### config.mk
export PLATFORM = sky130hd
export DESIGN_NAME = block_map_box_mean_4x4
export DESIGN_NICKNAME = d
export VERILOG_FILES = /design/src/rtl/bmbm_pkg.sv /design/src/rtl/bmbm_rows.sv /design/src/rtl/bmbm_emit.sv /design/src/rtl/block_map_box_mean_4x4.sv
export SDC_FILE = /design/constraint.sdc
export NUM_CORES = 2
export LEC_CHECK = 0
export BUFFER_PORTS_ARGS = -buffer_cell sky130_fd_sc_hd__buf_2
export CAP_MARGIN = 20
export CORE_MARGIN = 2
export CORE_UTILIZATION = 59
export CTS_BUF_LIST = sky130_fd_sc_hd__clkbuf_4
export DETAILED_ROUTE_END_ITERATION = 10
export GPL_TIMING_DRIVEN = 0
export HOLD_SLACK_MARGIN = 0.02
export PLACE_DENSITY = 0.78
export SYNTH_ARGS = -nofsm -noshare
export SYNTH_HDL_FRONTEND = slang
export SYNTH_SLANG_ARGS = --single-unit
### constraint.sdc
create_clock -name clk -period 5.6 [get_ports clk]
set_clock_uncertainty 0.1 [all_clocks]
set_input_delay 0.28 -clock clk [delete_from_list [all_inputs] [get_ports clk]]
set_output_delay 0.28 -clock clk [all_outputs]
set_load 0.05 [all_outputs]
### src/rtl/bmbm_pkg.sv
// Shared constants, types and the divisor reciprocal table for the block map box mean.
`default_nettype none

package bmbm_pkg;

	localparam int MAX_BLOCKS_DEF = 128;
	localparam int SCORE_BITS_DEF = 8;

	localparam int BPR_W = 8;
	localparam int MEAN_W = 8;
	localparam int COL_W = 8;

	localparam logic [BPR_W-1:0] BPR_RESET = 8'd128;
	localparam logic [BPR_W-1:0] BPR_MIN = 8'd4;

	localparam logic ACT_SCORE = 1'b0;
	localparam logic ACT_PAD = 1'b1;

	// Quotients come from a multiply by ceil(2^RECIP_SHIFT / divisor). With divisors of
	// at most 16 and window sums below 2^20 the truncated product is the exact quotient.
	localparam int RECIP_SHIFT = 24;
	localparam int RECIP_W = RECIP_SHIFT + 1;

	typedef struct packed {
		logic       valid;
		logic       end_row;
		logic [2:0] nrows;
	} col_ctl_t;

	function automatic logic [RECIP_W-1:0] recip(input logic [4:0] div);
		logic [RECIP_W-1:0] r;
		case (div)
			5'd1:    r = 25'd16777216;
			5'd2:    r = 25'd8388608;
			5'd3:    r = 25'd5592406;
			5'd4:    r = 25'd4194304;
			5'd6:    r = 25'd2796203;
			5'd8:    r = 25'd2097152;
			5'd9:    r = 25'd1864136;
			5'd12:   r = 25'd1398102;
			5'd16:   r = 25'd1048576;
			default: r = '0;
		endcase
		return r;
	endfunction

endpackage

`default_nettype wire

### src/rtl/bmbm_rows.sv
// Row history memory and the column sum stage: reads three rows above, adds them, writes back.
`default_nettype none

module bmbm_rows #(
	parameter int MAX_BLOCKS = bmbm_pkg::MAX_BLOCKS_DEF,
	parameter int SCORE_BITS = bmbm_pkg::SCORE_BITS_DEF,
	parameter int POS_W = 7
) (
	input  logic                     clk,
	input  logic                     arst_n,
	input  logic                     accept,
	input  logic                     live_in,
	input  logic [SCORE_BITS-1:0]    score_in,
	input  logic [POS_W-1:0]         pos_in,
	input  logic                     end_in,
	input  logic                     s2_free,
	output logic                     busy,
	output bmbm_pkg::col_ctl_t       ctl,
	output logic [SCORE_BITS+1:0]    col,
	output logic [SCORE_BITS+1:0]    c0,
	output logic [SCORE_BITS+1:0]    c1,
	output logic [SCORE_BITS+1:0]    c2,
	output logic [POS_W-1:0]         pos
);
	import bmbm_pkg::*;

	localparam int SB = SCORE_BITS;
	localparam int CSW = SCORE_BITS + 2;

	// One word per column: the three previous rows, newest in the low bits.
	logic [3*SB-1:0] mem [MAX_BLOCKS];
	logic [3*SB-1:0] rdata_q;
	logic [3*SB-1:0] wdata;

	logic            valid_s1;
	logic            live_s1;
	logic [SB-1:0]   score_s1;
	logic [POS_W-1:0] pos_s1;
	logic            end_s1;

	logic [2:0]      hist_q;
	logic [CSW-1:0]  csum_q [3];

	logic            go;
	logic [SB-1:0]   row0, row1, row2;
	logic [2:0]      nrows;

	assign go = valid_s1 && s2_free;
	assign busy = valid_s1 && !s2_free;

	assign row0 = rdata_q[SB-1:0];
	assign row1 = rdata_q[2*SB-1:SB];
	assign row2 = rdata_q[3*SB-1:2*SB];
	assign wdata = {row1, row0, score_s1};

	// Rows that were padding hold nothing worth adding, so their entries are masked out.
	always_comb begin
		col = CSW'(score_s1)
			+ (hist_q[0] ? CSW'(row0) : '0)
			+ (hist_q[1] ? CSW'(row1) : '0)
			+ (hist_q[2] ? CSW'(row2) : '0);
		nrows = 3'(live_s1) + 3'(hist_q[0]) + 3'(hist_q[1]) + 3'(hist_q[2]);
	end

	// Adjacent items always sit in different columns, so the write-back never meets the
	// read of the following item.
	always_ff @(posedge clk) begin
		if (accept) begin
			rdata_q <= mem[pos_in];
		end
		if (go) begin
			mem[pos_s1] <= wdata;
		end
	end

	always_ff @(posedge clk) begin
		if (accept) begin
			live_s1 <= live_in;
			score_s1 <= live_in ? score_in : '0;
			pos_s1 <= pos_in;
			end_s1 <= end_in;
		end
	end

	always_ff @(posedge clk or negedge arst_n) begin
		if (!arst_n) begin
			valid_s1 <= 1'b0;
			hist_q <= '0;
			csum_q[0] <= '0;
			csum_q[1] <= '0;
			csum_q[2] <= '0;
		end else begin
			if (accept) begin
				valid_s1 <= 1'b1;
			end else if (go) begin
				valid_s1 <= 1'b0;
			end
			if (go) begin
				if (end_s1) begin
					hist_q <= {hist_q[1:0], live_s1};
					csum_q[0] <= '0;
					csum_q[1] <= '0;
					csum_q[2] <= '0;
				end else begin
					csum_q[0] <= col;
					csum_q[1] <= csum_q[0];
					csum_q[2] <= csum_q[1];
				end
			end
		end
	end

	assign ctl.valid = valid_s1;
	assign ctl.end_row = end_s1;
	assign ctl.nrows = nrows;
	assign c0 = csum_q[0];
	assign c1 = csum_q[1];
	assign c2 = csum_q[2];
	assign pos = pos_s1;

	a_no_rw_clash: assert property (@(posedge clk) disable iff (!arst_n)
		(accept && go) |-> (pos_in != pos_s1))
		else $error("row memory read and write-back hit the same column");

	a_s1_hold: assert property (@(posedge clk) disable iff (!arst_n)
		(valid_s1 && !go) |=> (valid_s1 && $stable(pos_s1) && $stable(score_s1)))
		else $error("column stage lost its item while waiting");

	a_hist_shift: assert property (@(posedge clk) disable iff (!arst_n)
		(go && end_s1) |=> (hist_q[0] == $past(live_s1)))
		else $error("row history did not record the ending row");

endmodule

`default_nettype wire

### src/rtl/bmbm_emit.sv
// Result sequencer: window sums, divisor lookup, reciprocal multiply and output register.
`default_nettype none

module bmbm_emit #(
	parameter int MAX_BLOCKS = bmbm_pkg::MAX_BLOCKS_DEF,
	parameter int SCORE_BITS = bmbm_pkg::SCORE_BITS_DEF,
	parameter int POS_W = 7
) (
	input  logic                           clk,
	input  logic                           arst_n,
	input  bmbm_pkg::col_ctl_t             ctl,
	input  logic [SCORE_BITS+1:0]          col,
	input  logic [SCORE_BITS+1:0]          c0,
	input  logic [SCORE_BITS+1:0]          c1,
	input  logic [SCORE_BITS+1:0]          c2,
	input  logic [POS_W-1:0]               pos,
	output logic                           s2_free,
	output logic                           res_valid,
	input  logic                           res_stall,
	output logic [bmbm_pkg::MEAN_W-1:0]    mean,
	output logic [bmbm_pkg::COL_W-1:0]     out_col,
	output logic                           last
);
	import bmbm_pkg::*;

	localparam int CSW = SCORE_BITS + 2;
	localparam int SUM_W = SCORE_BITS + 4;
	localparam int PROD_W = SUM_W + RECIP_W;
	localparam int OCW = (POS_W + 2 > COL_W) ? POS_W + 2 : COL_W;
	localparam logic [1:0] T_LAST = 2'd3;

	logic               valid_s2;
	logic               end_s2;
	logic [2:0]         nrows_s2;
	logic [POS_W-1:0]   pos_s2;
	logic [CSW-1:0]     col_s2;
	logic [CSW-1:0]     csum_s2 [3];
	logic [1:0]         t_q;

	logic               valid_s3;
	logic [SUM_W-1:0]   sum_s3;
	logic [RECIP_W-1:0] recip_s3;
	logic [COL_W-1:0]   col_s3;
	logic               last_s3;

	logic               out_valid_q;
	logic [MEAN_W-1:0]  mean_q;
	logic [COL_W-1:0]   col_q;
	logic               last_q;

	logic               out_free, s3_free, fire, final_res, load;
	logic [SUM_W-1:0]   sum3, sum2, sum1, sum0, sum_sel;
	logic [2:0]         want, ncols;
	logic [POS_W:0]     pos1;
	logic [5:0]         div6;
	logic [OCW-1:0]     oc;
	logic [PROD_W-1:0]  prod;

	assign out_free = !out_valid_q || !res_stall;
	assign s3_free = !valid_s3 || out_free;
	assign fire = valid_s2 && s3_free;
	// An item inside a row gives one result; the item that ends a row gives four.
	assign final_res = !end_s2 || (t_q == T_LAST);
	assign s2_free = !valid_s2 || (s3_free && final_res);
	assign load = ctl.valid && s2_free;

	always_comb begin
		sum3 = SUM_W'(col_s2);
		sum2 = sum3 + SUM_W'(csum_s2[0]);
		sum1 = sum2 + SUM_W'(csum_s2[1]);
		sum0 = sum1 + SUM_W'(csum_s2[2]);
		case (t_q)
			2'd0: begin
				sum_sel = sum0;
				want = 3'd4;
			end
			2'd1: begin
				sum_sel = sum1;
				want = 3'd3;
			end
			2'd2: begin
				sum_sel = sum2;
				want = 3'd2;
			end
			default: begin
				sum_sel = sum3;
				want = 3'd1;
			end
		endcase
		pos1 = (POS_W+1)'(pos_s2) + (POS_W+1)'(1);
		// Near the left edge fewer columns exist than the window wants.
		ncols = ((POS_W+1)'(want) > pos1) ? pos1[2:0] : want;
		div6 = {3'b000, nrows_s2} * {3'b000, ncols};
		oc = OCW'(pos_s2) + OCW'(t_q);
	end

	assign prod = PROD_W'(sum_s3) * PROD_W'(recip_s3);

	always_ff @(posedge clk) begin
		if (load) begin
			end_s2 <= ctl.end_row;
			nrows_s2 <= ctl.nrows;
			pos_s2 <= pos;
			col_s2 <= col;
			csum_s2[0] <= c0;
			csum_s2[1] <= c1;
			csum_s2[2] <= c2;
		end
		if (fire) begin
			sum_s3 <= sum_sel;
			recip_s3 <= recip(div6[4:0]);
			col_s3 <= oc[COL_W-1:0];
			last_s3 <= (t_q == T_LAST);
		end
		if (valid_s3 && out_free) begin
			mean_q <= prod[RECIP_SHIFT +: MEAN_W];
			col_q <= col_s3;
			last_q <= last_s3;
		end
	end

	always_ff @(posedge clk or negedge arst_n) begin
		if (!arst_n) begin
			valid_s2 <= 1'b0;
			t_q <= '0;
			valid_s3 <= 1'b0;
			out_valid_q <= 1'b0;
		end else begin
			if (load) begin
				valid_s2 <= 1'b1;
				t_q <= '0;
			end else if (fire && final_res) begin
				valid_s2 <= 1'b0;
			end else if (fire) begin
				t_q <= t_q + 2'd1;
			end
			if (s3_free) begin
				valid_s3 <= fire;
			end
			if (out_free) begin
				out_valid_q <= valid_s3;
			end
		end
	end

	assign res_valid = out_valid_q;
	assign mean = mean_q;
	assign out_col = col_q;
	assign last = last_q;

	a_tail_only_end: assert property (@(posedge clk) disable iff (!arst_n)
		(valid_s2 && t_q != 2'd0) |-> end_s2)
		else $error("tail column sequenced for an item that does not end a row");

	a_s3_hold: assert property (@(posedge clk) disable iff (!arst_n)
		(valid_s3 && !out_free) |=> (valid_s3 && $stable(sum_s3) && $stable(col_s3)))
		else $error("multiply stage changed while the output was held");

	a_last_tail: assert property (@(posedge clk) disable iff (!arst_n)
		(fire && t_q == T_LAST) |=> (valid_s3 && last_s3))
		else $error("final tail column not marked as last");

endmodule

`default_nettype wire

### src/rtl/block_map_box_mean_4x4.sv
// Top level of the block map box mean: row length register, column counter and stage wiring.
`default_nettype none

// Causal 4x4 box mean over a raster stream of block scores. Within a row the input takes one
// score per cycle unless a stall on the output holds the result sequencer; the item that ends
// a row holds the result sequencer for its own column plus three tail columns, which stalls
// the input meanwhile. A transfer passes the column stage register, the result sequencer, the
// multiply register and the output register before its first result appears. The three
// previous rows live in one memory, one word per column. A word is read at the transfer and
// written back when the item moves on to the result sequencer. The memory needs no clearing
// pass, since rows not yet seen are masked by the row history. blocks_per_row is written
// through cfg_wr_en/cfg_wr_data; the user must write it only while the block is idle, which
// the block itself does not enforce. Values below 4 act as 4, above MAX_BLOCKS as MAX_BLOCKS.
module block_map_box_mean_4x4 #(
	parameter int MAX_BLOCKS = bmbm_pkg::MAX_BLOCKS_DEF,
	parameter int SCORE_BITS = bmbm_pkg::SCORE_BITS_DEF
) (
	input  logic                          clk,
	input  logic                          arst_n,
	input  logic                          cfg_wr_en,
	input  logic [bmbm_pkg::BPR_W-1:0]    cfg_wr_data,
	input  logic                          item_valid,
	output logic                          item_stall,
	input  logic                          action,
	input  logic [SCORE_BITS-1:0]         score,
	output logic                          res_valid,
	input  logic                          res_stall,
	output logic [bmbm_pkg::MEAN_W-1:0]   mean,
	output logic [bmbm_pkg::COL_W-1:0]    out_col,
	output logic                          last
);
	import bmbm_pkg::*;

	localparam int POS_W = (MAX_BLOCKS > 1) ? $clog2(MAX_BLOCKS) : 1;
	localparam int CW = (POS_W >= BPR_W) ? POS_W + 1 : BPR_W + 1;

	logic [BPR_W-1:0]      bpr_q;
	logic [POS_W-1:0]      pos_q;
	logic [CW-1:0]         bpr_eff;
	logic [CW-1:0]         pos_next;
	logic                  row_end;
	logic                  accept;
	logic                  busy;
	logic                  s2_free;
	col_ctl_t              ctl;
	logic [SCORE_BITS+1:0] col, c0, c1, c2;
	logic [POS_W-1:0]      pos_s1;

	always_comb begin
		if (CW'(bpr_q) < CW'(BPR_MIN)) begin
			bpr_eff = CW'(BPR_MIN);
		end else if (CW'(bpr_q) > CW'(MAX_BLOCKS)) begin
			bpr_eff = CW'(MAX_BLOCKS);
		end else begin
			bpr_eff = CW'(bpr_q);
		end
		pos_next = CW'(pos_q) + CW'(1);
		// A shorter row length written mid-row ends the row at the next item.
		row_end = (pos_next >= bpr_eff);
	end

	assign item_stall = busy;
	assign accept = item_valid && !item_stall;

	always_ff @(posedge clk or negedge arst_n) begin
		if (!arst_n) begin
			bpr_q <= BPR_RESET;
			pos_q <= '0;
		end else begin
			if (cfg_wr_en) begin
				bpr_q <= cfg_wr_data;
			end
			if (accept) begin
				pos_q <= row_end ? '0 : pos_next[POS_W-1:0];
			end
		end
	end

	bmbm_rows #(
		.MAX_BLOCKS (MAX_BLOCKS),
		.SCORE_BITS (SCORE_BITS),
		.POS_W      (POS_W)
	) u_rows (
		.clk      (clk),
		.arst_n   (arst_n),
		.accept   (accept),
		.live_in  (action == ACT_SCORE),
		.score_in (score),
		.pos_in   (pos_q),
		.end_in   (row_end),
		.s2_free  (s2_free),
		.busy     (busy),
		.ctl      (ctl),
		.col      (col),
		.c0       (c0),
		.c1       (c1),
		.c2       (c2),
		.pos      (pos_s1)
	);

	bmbm_emit #(
		.MAX_BLOCKS (MAX_BLOCKS),
		.SCORE_BITS (SCORE_BITS),
		.POS_W      (POS_W)
	) u_emit (
		.clk       (clk),
		.arst_n    (arst_n),
		.ctl       (ctl),
		.col       (col),
		.c0        (c0),
		.c1        (c1),
		.c2        (c2),
		.pos       (pos_s1),
		.s2_free   (s2_free),
		.res_valid (res_valid),
		.res_stall (res_stall),
		.mean      (mean),
		.out_col   (out_col),
		.last      (last)
	);

endmodule

`default_nettype wire

==> impl_metrics.csv <==
group,metric,value,unit
run_status,status,"complete, but fails checks",
run_status,violations,"negative setup slack",
floorplanning,fp-row-count,174,
cts,cts-root-buf,"clkbuf_4",
cts,clkSinkCount,3266,
placed_design,dpl-instance-area,142000,sq um
timing,whs,0.145,ns
yosys,ys.warnings.count,0,
setup_path,cp_top_family,"buffers and inverters",
layout,drive_gt1_share,36.3,%
power_and_ir_drop,irDropWorstVdd,1710,uV
yosys,yosys.cell_types.count,54,
layout,fin_area,153000,sq um
timing,max_slew_margin,5.25,%
timing,fmax,169,MHz
global_route,grt_max_degree,55,
floorplanning,die_w,479,microns
min_path,worstHoldStart,"res_stall",
setup_path,worstPathRequired,6.96,ns
global_route,grt_pass1_vias,73500,
floorplanning,die-area,229000,sq um
timing,drv_slew,0,
global_route,globalRouteTotalUtil,32.8,%
timing,fin_ws,-0.329,ns
timing,min_period,5.93,ns
routing,wl_met1,120,mm
yosys,ys_async_sr_fraction,1.65,%
global_route,grt_pass1_wl,525,mm
min_path,hold_class,"in -> reg",
setup_path,r2r_slack,-0.33,ns
yosys,synth-seq-cells,3266,
cts,cts_max_path_buffers,4,
setup_path,worstPathArrival,7.29,ns
yosys,netlist_instances,5969,
routing,first_pass_iters,8,
routing,dr_wl_met3,53.8,mm
routing,drtIter0Drc,11600,
placed_design,portBuffers,39,
timing,rsz0062_at_grt,"yes",
routing,via_per_inst,6.77,
cts,cts_made_buffers,783,
run,cap_violations,0,
routing,wl,377,mm
setup_path,cp.buffers_inverters,5,
yosys,synth_nets,6309,
routing,ant_nets,0,
power_and_ir_drop,power.density,657,nW/um^2
yosys,syn_area,133000,sq um
setup_path,cp_slowest_cell,"clkbuf_1",
layout,utilization,68.3,%
cts,clk-insertion-delay-late,1.58,ns
floorplanning,io_pins,41,
placed_design,routabilityCongestion,0.950,
yosys,synthFlopType,"edfxtp_1",
floorplanning,start_util,59.2,%
setup_path,reg2reg_from,"pos_q[1]",
routing,drt-wirelength-per-cell,35.3,microns
cts,path_clk_slew,0.08,ns
yosys,ys_seq_area_share,73.6,%
cts,htreeDepth,6,
setup_path,r2r-end,"pos_q[0]",
cts,cts_tree,"done",
setup_path,crit_path_end_kind,"flip-flop",
setup_path,worst_path_most_repeated_cell,"clkbuf_1",
global_route,antenna_found_initial,61,
timing,fin_crit_sh,106,%
setup_path,worst_setup_path_start_kind,"flip-flop",
min_path,hold_path_end,"u_emit.res_valid",
placed_design,post-place-ws,-0.832,ns
floorplanning,design.core.area,224000,sq um
timing,setup_viol,24,
placed_design,hpwl,232,mm
yosys,synth_edf_count,3212,
yosys,syn_avg_cell_area,22.3,sq um
setup_path,critical_path_class,"reg -> reg",
timing,tightest_slew,1.42,ns
routing,routed.top_layer,"met5",
routing,route.met2.wl,177,mm
routing,drc,0,
power_and_ir_drop,p_leak,50.4,nW
setup_path,cp_cell_sequence,"clkbuf_1 -> clkbuf_1 -> clkbuf_1 -> buf_8 -> clkbuf_1 -> and3_1 -> and3_1 -> and3_1 -> ha_1 -> nor3_1 -> nor2_1 -> o41a_1 -> nor2_1 -> mux2_2",
routing,vias,72300,
floorplanning,die_h,479,microns
timing,finalHoldViolations,0,
setup_path,crit_path_max_fanout,10,
setup_path,r2r_cells,14,
layout,final_nets,7418,
global_route,overflow,0,
layout,area_growth,15.3,%
power_and_ir_drop,power,0.101,W
setup_path,cp_slowest_stage_delay,0.84,ns
min_path,hold-path-cell-count,4,
cells in the mapped netlist (2+ instances only):
cell,count,share of area (%)
mux4_2,1008,17
o21ai_0,28,0.11
buf_6,2,0.017
and3_1,4,0.019
edfxtp_1,3212,73
xor2_1,18,0.12
o41ai_1,4,0.026
clkbuf_1,174,0.49
fa_1,200,3.0
nand2_1,183,0.52
nand3_1,28,0.11
a31oi_1,2,0.0094
or3_1,5,0.024
o211ai_1,7,0.040
o21bai_1,6,0.034
o2111ai_1,2,0.013
a22o_1,11,0.073
a21o_1,13,0.073
buf_4,5,0.028
o41a_1,2,0.017
a222oi_1,9,0.068
ha_1,118,1.1
nand3b_1,27,0.15
nor3_1,14,0.053
nor2b_1,25,0.12
and2_1,65,0.31
dfrtp_1,53,1.0
mux2i_1,14,0.11
inv_1,302,0.85
buf_1,38,0.11
a211oi_1,3,0.017
or4_1,2,0.011
nor2_1,164,0.46
nand2b_1,12,0.057
nand4b_1,4,0.026
a21oi_1,39,0.15
a2111oi_0,2,0.013
mux2_2,35,0.30
xnor2_1,48,0.32
nand4_1,7,0.033
buf_2,60,0.23
and4_1,2,0.013
area by class of cell:
class                   count  area, sq um
diodes                     37         92.6
plain buffers             268         1180
clock buffers            1121         8420
clock inverters           240         1240
fillers                 13000        71100
inverters                 302         1130
multi-input cells        2130        34000
flip-flops and latches   3266        97800
well taps                2992         3740
repair buffers            327         5560
layer usage:
metal  vias up  global-route usage (%)
met5         -                  0.0829
met4        46                    18.8
met3      1498                    12.1
met2      6546                    50.0
met1     36900                    40.7
li1      27400                       -
power breakdown:
part	switching, W	total (W)	internal, W
Sequential	0.000755	0.0310	0.0302
Combinational	0.0291	0.0502	0.0211
Clock	0.00973	0.0194	0.00969
worst min-delay path, stage by stage:
cell           delay (ns)
dlygate4sd3_1        0.52
buf_2                0.09
dlygate4sd3_1        0.59
a21o_1               0.12
how the worst max path moves through the flow:
stage	from	endpoint	slack, ns	depth (start not counted)
2_1_floorplan	u_emit.recip_s3[17]	u_emit.mean[7]	0.03	21
4_1_cts	u_emit.sum_s3[5]	u_emit.mean[7]	-0.10	19
3_3_place_gp	u_rows.rdata_q[1]	u_rows.c0[9]	-1.93	13
5_1_grt	u_emit.sum_s3[9]	u_emit.mean[7]	-0.25	20
3_5_place_dp	u_emit.recip_s3[17]	u_emit.mean[7]	-0.83	21
6_report	pos_q[1]	pos_q[0]	-0.33	14
cells in the final DEF, fill, tap and decap left out, types with 14 or more instances in the layout:
| cell type | netlist | final |
|---|---|---|
| a21oi_1 | 39 | 32 |
| and2_1 | 65 | 57 |
| buf_1 | 38 | 38 |
| buf_12 | 0 | 23 |
| buf_16 | 0 | 123 |
| buf_2 | 60 | 100 |
| buf_4 | 5 | 46 |
| buf_8 | 0 | 37 |
| clkbuf_1 | 174 | 140 |
| clkbuf_2 | 0 | 17 |
| clkbuf_4 | 0 | 1121 |
| clkinv_1 | 0 | 196 |
| clkinv_2 | 0 | 15 |
| dfrtp_1 | 53 | 53 |
| diode_2 | 0 | 37 |
| dlygate4sd3_1 | 0 | 60 |
| edfxtp_1 | 3212 | 3212 |
| fa_1 | 200 | 185 |
| fa_2 | 0 | 15 |
| ha_1 | 118 | 110 |
| inv_1 | 302 | 290 |
| inv_2 | 0 | 23 |
| mux2_2 | 35 | 35 |
| mux4_2 | 1008 | 1008 |
| nand2_1 | 183 | 170 |
| nand3_1 | 28 | 27 |
| nand3b_1 | 27 | 27 |
| nor2_1 | 164 | 35 |
| nor2_2 | 0 | 20 |
| nor2_4 | 0 | 117 |
| nor2b_1 | 25 | 25 |
| nor3_1 | 14 | 14 |
| o21ai_0 | 28 | 25 |
| xnor2_1 | 48 | 47 |
| xor2_1 | 18 | 18 |
cell families after synthesis:
logic type,count (synthesis),share of synthesized area (%)
flops,3266,73.6
xor+xnor,66,0.435
simple gates,544,1.91
buf+inv,581,1.72
fa+ha+maj,318,4.13
compound gates,137,0.689
mux,1057,17.5
state kept, by name (all words and copies together), names as in the netlist, 8 cells and up:
register and flops:
u_rows.mem 3072, u_emit.csum_s2 30, u_rows.rdata_q 24, u_emit.sum_s3 12
u_emit.col_s2 10, u_emit.recip_s3 10, u_rows.c0 10, u_rows.c1 10
u_rows.c2 10, bpr_q 8, u_emit.col_s3 8, u_emit.mean 8
u_emit.out_col 8, u_rows.score_s1 8
repair_timing:
action,CTS,global route
endpoints found under the hold margin,174,0
cloned,0,8
pin swaps,16,25
hold buffers,61,0
gates resized for setup,47,56
buffers inserted,27,16
endpoints found under the setup margin,661,244
metrics by stage:
stage	std cells	setup TNS (ns)
floorplan	5969	0
global placement	9000	-1050.99
detailed placement	9173	-102.67
CTS	10600	-0.101
global route	10700	-0.716
finish	10700	-2.78
(Power assumes the default switching activity.)
